<file path="src/rtl/odr_pkg.sv">
// shared constants and helpers for the ordered dither rank block
`default_nettype none
package odr_pkg;

  localparam int unsigned COORD_W    = 16;
  localparam int unsigned RANK_W     = 12;
  localparam int unsigned DRIFT_BITS = 8;
  localparam int unsigned HASH_W     = 32;
  // only the low bits of the second product reach the two cell bits
  localparam int unsigned HASH_LO_W  = 18;

  localparam logic [31:0] HASH_MUL_A    = 32'h7feb352d;
  localparam logic [31:0] HASH_MUL_B    = 32'h846ca68b;
  localparam logic [17:0] HASH_MUL_B_LO = HASH_MUL_B[17:0];
  localparam logic [31:0] GOLDEN        = 32'h9e3779b9;

  // pattern modes; the unused code falls back to plain
  localparam logic [1:0] MODE_PLAIN    = 2'd0;
  localparam logic [1:0] MODE_SCRAMBLE = 2'd1;
  localparam logic [1:0] MODE_DRIFT    = 2'd2;

  // register index on the configuration port
  localparam logic REG_PATTERN_MODE = 1'b0;

  // rotate a 32-bit word left
  function automatic logic [31:0] rotl32(input logic [31:0] v, input int unsigned r);
    logic [4:0] s;
    s = 5'(r);
    rotl32 = (s == 5'd0) ? v : ((v << s) | (v >> (6'd32 - {1'b0, s})));
  endfunction

endpackage
`default_nettype wire

</file>
<file path="src/rtl/ordered_dither_rank_top.sv">
// ordered dither rank: pixel coordinate to 12-bit threshold rank, pipelined
//
// Usage:
//   in_tdata carries one pixel coordinate per transfer; out_tdata returns the
//   dither threshold rank for it, in the same order, one result per input.
//   pattern_mode is written over the cfg_ APB port at byte address 0 while
//   the block is idle; it selects plain, hash scrambled or tile drift ranks.
// Pipeline and throughput:
//   four register stages (hash pre-mix, first hash multiply, second hash
//   multiply, output register). One transfer per cycle sustained while
//   out_tready stays high; the hash multipliers are one per level in each
//   multiply stage and set the stage depth.
// Reset:
//   rst_n clears all stage valid bits and sets pattern_mode to plain.
// Stall:
//   each full stage holds while the next one is full and stalled; in_tready stays
//   high as long as any stage bubble can absorb a new transfer.
`default_nettype none
module ordered_dither_rank_top
  import odr_pkg::*;
#(
  parameter int unsigned LEVELS = 6
) (
  input  wire         clk,
  input  wire         rst_n,
  // input stream
  input  wire         in_tvalid,
  output logic        in_tready,
  input  wire  [31:0] in_tdata,   // [15:0] x_coord, [31:16] y_coord
  // result stream
  output logic        out_tvalid,
  input  wire         out_tready,
  output logic [15:0] out_tdata,  // [11:0] rank, [15:12] zero
  // configuration port
  input  wire         cfg_psel,
  input  wire         cfg_penable,
  input  wire         cfg_pwrite,
  input  wire  [2:0]  cfg_paddr,
  input  wire  [31:0] cfg_pwdata,
  output logic [31:0] cfg_prdata,
  output logic        cfg_pready
);

  // configuration register
  logic [1:0] mode_r;

  assign cfg_pready = 1'b1;

  always_ff @(posedge clk) begin
    if (!rst_n) begin
      mode_r <= MODE_PLAIN;
    end else if (cfg_psel && cfg_penable && cfg_pwrite && cfg_pready &&
                 (cfg_paddr[2] == REG_PATTERN_MODE)) begin
      mode_r <= cfg_pwdata[1:0];
    end
  end

  always_comb begin
    cfg_prdata = '0;
    if (cfg_paddr[2] == REG_PATTERN_MODE) begin
      cfg_prdata = {30'd0, mode_r};
    end
  end

  // stage valid bits and ready chain
  logic v1_r, v2_r, v3_r, v4_r;
  logic rdy1, rdy2, rdy3, rdy4;

  assign rdy4      = !v4_r || out_tready;
  assign rdy3      = !v3_r || rdy4;
  assign rdy2      = !v2_r || rdy3;
  assign rdy1      = !v1_r || rdy2;
  assign in_tready = rdy1;

  always_ff @(posedge clk) begin
    if (!rst_n) begin
      v1_r <= 1'b0;
      v2_r <= 1'b0;
      v3_r <= 1'b0;
      v4_r <= 1'b0;
    end else begin
      if (rdy1) v1_r <= in_tvalid;
      if (rdy2) v2_r <= v1_r;
      if (rdy3) v3_r <= v2_r;
      if (rdy4) v4_r <= v3_r;
    end
  end

  // stage 1: plain and drift rank, hash input with first fold
  logic [COORD_W-1:0] x_in, y_in;
  logic [RANK_W-1:0]  prank_nxt;
  logic [HASH_W-1:0]  hv_nxt [LEVELS];
  logic [DRIFT_BITS-1:0] drift_par;
  logic [HASH_W-1:0]  drift_word;

  assign x_in = in_tdata[15:0];
  assign y_in = in_tdata[31:16];
  assign drift_word = {COORD_W'(y_in >> LEVELS), COORD_W'(x_in >> LEVELS)};

  for (genvar j = 0; j < LEVELS; j++) begin : g_hash_in
    localparam logic [31:0] SALT = 32'(GOLDEN * j);
    logic [HASH_W-1:0] h;
    assign h = {COORD_W'(y_in >> (j + 1)), COORD_W'(x_in >> (j + 1))} ^ SALT;
    assign hv_nxt[j] = h ^ (h >> 16);
  end

  for (genvar k = 0; k < DRIFT_BITS; k++) begin : g_drift
    localparam logic [31:0] DMASK = rotl32(GOLDEN, 3 * k);
    assign drift_par[k] = ^(drift_word & DMASK);
  end

  always_comb begin
    logic [RANK_W-1:0] r;
    logic twist;
    logic xb, yb;
    r = '0;
    twist = 1'b0;
    for (int unsigned j = 0; j < LEVELS; j++) begin
      xb = x_in[j];
      yb = y_in[j];
      r = {r[RANK_W-3:0], xb ^ yb, yb ^ twist};
      twist = twist ^ xb ^ yb;
    end
    if (mode_r == MODE_DRIFT) begin
      r = r ^ RANK_W'(drift_par);
    end
    prank_nxt = r;
  end

  logic [HASH_W-1:0] hv_r [LEVELS];
  logic [RANK_W-1:0] prank1_r;
  logic [LEVELS-1:0] xl1_r, yl1_r;
  logic              scr1_r;

  always_ff @(posedge clk) begin
    if (rdy1) begin
      hv_r     <= hv_nxt;
      prank1_r <= prank_nxt;
      xl1_r    <= x_in[LEVELS-1:0];
      yl1_r    <= y_in[LEVELS-1:0];
      scr1_r   <= (mode_r == MODE_SCRAMBLE);
    end
  end

  // stage 2: first hash multiply, one per level
  logic [HASH_W-1:0] u_r [LEVELS];
  logic [RANK_W-1:0] prank2_r;
  logic [LEVELS-1:0] xl2_r, yl2_r;
  logic              scr2_r;

  always_ff @(posedge clk) begin
    if (rdy2) begin
      for (int unsigned j = 0; j < LEVELS; j++) begin
        u_r[j] <= hv_r[j] * HASH_MUL_A;
      end
      prank2_r <= prank1_r;
      xl2_r    <= xl1_r;
      yl2_r    <= yl1_r;
      scr2_r   <= scr1_r;
    end
  end

  // stage 3: second fold and low part of the second multiply
  logic [HASH_LO_W-1:0] p_r [LEVELS];
  logic [RANK_W-1:0]    prank3_r;
  logic [LEVELS-1:0]    xl3_r, yl3_r;
  logic                 scr3_r;
  logic [HASH_W-1:0]    w_fold [LEVELS];

  for (genvar j = 0; j < LEVELS; j++) begin : g_fold
    assign w_fold[j] = u_r[j] ^ (u_r[j] >> 15);
  end

  always_ff @(posedge clk) begin
    if (rdy3) begin
      for (int unsigned j = 0; j < LEVELS; j++) begin
        p_r[j] <= w_fold[j][HASH_LO_W-1:0] * HASH_MUL_B_LO;
      end
      prank3_r <= prank2_r;
      xl3_r    <= xl2_r;
      yl3_r    <= yl2_r;
      scr3_r   <= scr2_r;
    end
  end

  // stage 4: final fold, scrambled rank and output select
  logic [RANK_W-1:0] rank_nxt;
  logic [RANK_W-1:0] rank_r;

  always_comb begin
    logic [RANK_W-1:0] r;
    logic c0, c1;
    r = '0;
    for (int unsigned j = 0; j < LEVELS; j++) begin
      c0 = p_r[j][0] ^ p_r[j][16];
      c1 = p_r[j][1] ^ p_r[j][17];
      r = {r[RANK_W-3:0], xl3_r[j] ^ yl3_r[j] ^ c0, yl3_r[j] ^ c1};
    end
    rank_nxt = scr3_r ? r : prank3_r;
  end

  always_ff @(posedge clk) begin
    if (rdy4) begin
      rank_r <= rank_nxt;
    end
  end

  assign out_tvalid = v4_r;
  assign out_tdata  = {4'd0, rank_r};

  // checks on the pipeline control
  a_accept_fills: assert property (@(posedge clk) disable iff (!rst_n)
    (in_tvalid && in_tready) |=> v1_r)
    else $error("accepted transfer did not enter stage 1");

  a_ready_on_bubble: assert property (@(posedge clk) disable iff (!rst_n)
    (!v1_r || !v2_r || !v3_r || !v4_r) |-> in_tready)
    else $error("input stalled although a stage was empty");

  a_stage3_held: assert property (@(posedge clk) disable iff (!rst_n)
    (v3_r && v4_r && !out_tready) |=> (v3_r && v4_r))
    else $error("stalled item lost in stage 3");

  a_stage_moves: assert property (@(posedge clk) disable iff (!rst_n)
    (v3_r && !v4_r) |=> v4_r)
    else $error("stage 3 item did not advance into empty output");

endmodule
`default_nettype wire
</file>
<file path="config.mk">
export PLATFORM = sky130hd
export DESIGN_NAME = ordered_dither_rank_top
export DESIGN_NICKNAME = d
export VERILOG_FILES = /design/src/rtl/odr_pkg.sv /design/src/rtl/ordered_dither_rank_top.sv
export SDC_FILE = /design/constraint.sdc
export NUM_CORES = 2
export LEC_CHECK = 0
export BUFFER_PORTS_ARGS = -buffer_cell sky130_fd_sc_hd__clkbuf_2
export CAP_MARGIN = 20
export CORE_MARGIN = 1.5
export CORE_UTILIZATION = 30
export DETAILED_ROUTE_END_ITERATION = 8
export PLACE_DENSITY_LB_ADDON = 0.2
export SYNTH_ARGS = -nofsm -noshare
export SYNTH_HDL_FRONTEND = slang
export SYNTH_SLANG_ARGS = --single-unit
export TNS_END_PERCENT = 100
</file>
<file path="constraint.sdc">
create_clock -name clk -period 9.3 [get_ports clk]
set_input_delay 2.325 -clock clk [delete_from_list [all_inputs] [get_ports clk]]
set_output_delay 2.325 -clock clk [all_outputs]
set_load 0.03 [all_outputs]
</file>
# Word-level counts from Yosys, hierarchy flattened
# Memory sizes are Yosys's and may differ from the RTL's.
# Index checks and enable logic that the tools add are counted.
# word_totals
ff_bits	285
word_cells	134
memories	2
out_inout_bits	51
mem_bits_rw	300
# classes
n_eq_ne	2
mul	12
bitwise	68
mux	7
reduce_logical	19
# memory_table
memory	depth	width	read_ports	rd_clocked_by_memory_dff	write_ports	line	text
u_r	6	32	6	0	6	ordered_dither_rank_top.sv:146	logic [HASH_W-1:0] u_r [LEVELS];
p_r	6	18	6	0	6	ordered_dither_rank_top.sv:164	logic [HASH_LO_W-1:0] p_r [LEVELS];
# ops
op	count
$reduce_xor 32->1	8
$mul 32x31->32 const B	6
$mul 18x16->18 const B	6
$xor 18x17->18	6
$xor 32x16->32	2
$xor 31x15->31	2
$xor 1x1->1	49
$xor 30x14->30	1
$xor 29x13->29	1
$mux 12	2
$not 19->20	1
$not 15->19	1
$not 18->19	1
$not 15->18	1
$not 12->14	1
$xor 12x8->12	1
$logic_not 1->1	4
$logic_or 1x1->1	4
$mux 1	4
$logic_and 1x1->1	3
$eq 2x1->1 const B	1
$eq 2x2->1 const B	1
$mux 2	1
$not 1->1	1

# Logic depth before layout (Yosys ltp)
# logic_depth
ltp_word	12
mapped_depth	27

# Worst setup path before layout
# OpenSTA, ideal clock, no wires.
# synth_path
path_kind	input-to-reg
from	in out_tready
to	reg prank2_r[0], enable pin
path_buffers	0
stages	3
setup_slack_ps	2003
setup_time_ps	565
arrival_ps	6732
required_time_ps	8735
cell_sequence	nor2b_1 and3_1 inv_1
# synth_via
elab_chain_len	3
# synth_lines
element	line	text
start: declaration	ordered_dither_rank_top.sv:32	input wire out_tready,
$logic_or 1x1->1	ordered_dither_rank_top.sv:69	assign rdy4 = !v4_r || out_tready;
$logic_or 1x1->1	ordered_dither_rank_top.sv:70	assign rdy3 = !v3_r || rdy4;
$logic_or 1x1->1	ordered_dither_rank_top.sv:71	assign rdy2 = !v2_r || rdy3;
named net rdy2	ordered_dither_rank_top.sv:67	logic rdy1, rdy2, rdy3, rdy4;
end signal: assignment	ordered_dither_rank_top.sv:156	prank2_r <= prank1_r;
end: declaration	ordered_dither_rank_top.sv:147	logic [RANK_W-1:0] prank2_r;
# The timed path passes the listed nets, and every way through them passes these cells.
# A chain may end at the register's enable or synchronous reset.

==> impl_results.md <==
* Routed length per instance at 21.58 µm
* Drt total wl at about 210000 µm
* Setup crit end kind: register
* Port Buffer Count at 57
* I/O pins at roughly 130
* CP Class: register to register
* Clk_skew at between 0.04 and 0.05 ns
* Avg Cell Area, Syn at 11.12 µm²
* Critical R2R Launch: hv_r[132]$_DFFE_PP_
* TritonRoute pass-1 iters at 5
* Status: completed
* Final nets at about 9.5k
* First-pass GRT wire length at 322200 µm
* Hold Path Sink: xl3_r[4]$_DFFE_PP_
* Synthesis Warnings at 0
* Flop2flop setup slack at between 1 and 1.5 ns
* FF-to-FF End: u_r[1][30]$_DFFE_PP_
* Vias in the first global route at 48.02k
* Worst-margin pin slew at between 1 and 1.5 ns
* Fmax at between 0.1 and 0.15 GHz
* Pin count of the biggest net entering global routing at 95
* DRT iter0 DRCs at between 2k and 2.5k
* HP Start: xl2_r[4]$_DFFE_PP_
* Final Hold Fails at 0
* Die Ht at a little under 500 µm
* Max-cap violations at 0
* Clock tree sinks at around 350
* Slew margin rel. at approximately 22%
* Via Count at between 40k and 50k
* Min-Delay Path Class: register to register
* Hold Path Depth at 0
* DRT antenna net count at 0
* GRT Util Overall at roughly 18%
* Commonest non-fill, non-tap cell in the layout: inv_1
* Cts repair resizes at 0
* Cell area after synthesis at approximately 0.073 mm²
* Crit path launch type: register
* Worst skew pair latency at around 0.69 ns
* Total grt overflow at 0
* Row count at 180
* RSZ-0062 raised after global routing: false
* Starting Density at a little under a third
* Full die area at approximately 0.24 mm²
* Number of synthesized flops with an enable pin at roughly 350
* Period utilisation layout at between 80 and 90%
* Placed inst area at 0.07735 mm²
* CTS tree: yes
* Hpwl dp at 187000 µm
* WP data required at 9.73 ns
* Share of layout cells above drive strength 1 at 3.696%
* CTS root buffer: clkbuf_16
* # DRC at 0
* Finished Cell Area at roughly 0.079 mm²
* H-tree depth at 2
* Placed instance count at just under 10k
* Fin. max-slew vios at 0
* Bufs on Longest Clock Path at 3
* Layout area overhead at 8.802%
* Top FF cell, synth: edfxtp_1
* Cells after Synth at around 6.5k
* Max FO, Critical Path at 13
* Die W at 494.8 µm
* Cts hold-fix bufs at 0
* Register area share after synthesis at between 10% and 20%
* Fill cells at between 20k and 25k
* Non-filler cells, final at 9923
* Vias per inst at about 4.4
* Hold WS at about 0.41 ns
* Flops & latches, synth at roughly 350
* Post-synth cell types at slightly below 70
* Async set-reset flop share out of synthesis at 0%
* Clock-pin slew on the worst setup and hold paths at around 0.06 ns
* Commonest non-fill, non-tap cells in the layout: inv_1 (1896), ha_1 (1412), fa_1 (1294)
* Core area at 0.2405 mm²
* R2R cell count at 21
* Tmin final at 7.855 ns
* GPL Wtd Cong at about 0.9
* TritonCTS Buffers at between 40 and 50
* Initial antenna violation count at 4
* Setup bufs post-CTS at 0
* Final setup fails at 0
* Setup TNS at 0 ns
* Worst Path Arrival at slightly above 8 ns
-- synthesized netlist by cell type (all sizes together), types with 7 or more instances --
library cell | n | area, µm²
clkbuf | 11 | 41.29
a21o | 97 | 728.2
nand2b | 26 | 162.7
or3 | 7 | 43.79
o21a | 32 | 240.2
o31ai | 7 | 62.56
a21oi | 162 | 829.5
o21bai | 21 | 157.7
and2 | 17 | 106.4
a211oi | 14 | 110.1
o2111ai | 7 | 67.56
xnor3 | 7 | 157.7
nor2b | 28 | 175.2
inv | 1897 | 7121
ha | 1412 | 17670
o21ai | 75 | 375.4
xor2 | 217 | 1901
edfxtp | 348 | 10450
fa | 1294 | 25900
a2111oi | 8 | 95.09
nand3 | 27 | 135.1
nor3 | 17 | 85.08
buf | 36 | 266.5
a211o | 7 | 61.31
nor2 | 104 | 390.4
xnor2 | 448 | 3924
and3 | 11 | 68.82
nand2 | 92 | 345.3
-- how the worst max path moves through the flow --
stage	from	to	cells after the start
final	hv_r[132]$_DFFE_PP_	u_r[1][30]$_DFFE_PP_	21
after global placement	hv_r[132]$_DFFE_PP_	u_r[1][30]$_DFFE_PP_	21
after global routing	hv_r[132]$_DFFE_PP_	u_r[1][30]$_DFFE_PP_	21
after CTS	hv_r[132]$_DFFE_PP_	u_r[1][30]$_DFFE_PP_	21
after detailed placement	hv_r[132]$_DFFE_PP_	u_r[1][30]$_DFFE_PP_	21
after floorplan	out_tready	prank2_r[0]$_DFFE_PP_	3
-- per-stage QoR --
step | setup WS [ns] | util (%)
after global placement | 1.499 | 32.16
final | 1.445 | 32.82
after detailed placement | 1.482 | 32.16
after CTS | 1.461 | 32.82
after floorplan | 2.003 | -
after global routing | 1.052 | 32.82
-- worst max-delay path, stage by stage, from the launching register on --
cell	delay (ns)
edfxtp_1	0.96
ha_1	0.72
inv_1	0.34
fa_1	0.44
inv_1	0.06
ha_1	0.23
fa_1	0.54
fa_1	0.45
fa_1	0.51
fa_1	0.51
inv_1	0.05
fa_1	0.48
inv_1	0.05
ha_1	0.35
nand4_1	0.13
a21oi_1	0.06
o31ai_2	0.51
a21oi_1	0.18
or4b_1	0.53
a31o_1	0.26
a21oi_2	0.15
xnor2_1	0.07
-- layout make-up --
| type | instances | area, µm² | area share, % |
|---|---|---|---|
| repair buffers | 145 | 958.4 | 1.214 |
| clock inverters | 31 | 430.4 | 0.5452 |
| clock buffers | 53 | 1156 | 1.465 |
| multi-input cells | 4257 | 54710 | 69.30 |
| flip-flops and latches | 354 | 10570 | 13.39 |
| diodes | 1 | 2.502 | 0.003170 |
| inverters | 1897 | 7128 | 9.030 |
| well taps | 3185 | 3985 | 5.048 |
-- routing by layer --
metal	GRT usage [%]	up-vias	wire length, µm
met5	0	-	21
met4	4.436	4	5840
met3	2.446	173	10130
met2	28.87	762	97620
met1	25.57	22460	100500
li1	-	20460	-
-- kinds of logic (layout without fill, tap and decap cells) --
group / Yosys count / after routing / share of synthesized area, %
adders and majority gates: 2706 / 2706 / 60.05
muxes: 9 / 9 / 0.1345
and+or+nand+nor: 352 / 352 / 2.311
DFF: 354 / 354 / 14.57
other: 2 / 36 / 0.01035
buffers and inverters: 1944 / 2126 / 10.24
AOI/OAI and AO/OA: 483 / 483 / 4.437
xor gates and xnor gates: 672 / 672 / 8.245
-- flip-flops by register name, indices dropped and copies added (netlist names) --
register	count
hv_r	52
mode_r	2
out_tvalid	1
p_r	24
prank1_r	12
prank2_r	12
prank3_r	12
rank_r	12
scr1_r	1
scr2_r	1
scr3_r	1
u_r	189
v1_r	1
v2_r	1
v3_r	1
xl1_r	6
xl2_r	6
xl3_r	6
yl1_r	4
yl2_r	5
yl3_r	5
Power is not shown: default switching activity piles up to over one toggle a cycle in this logic, so the estimate is an artifact.
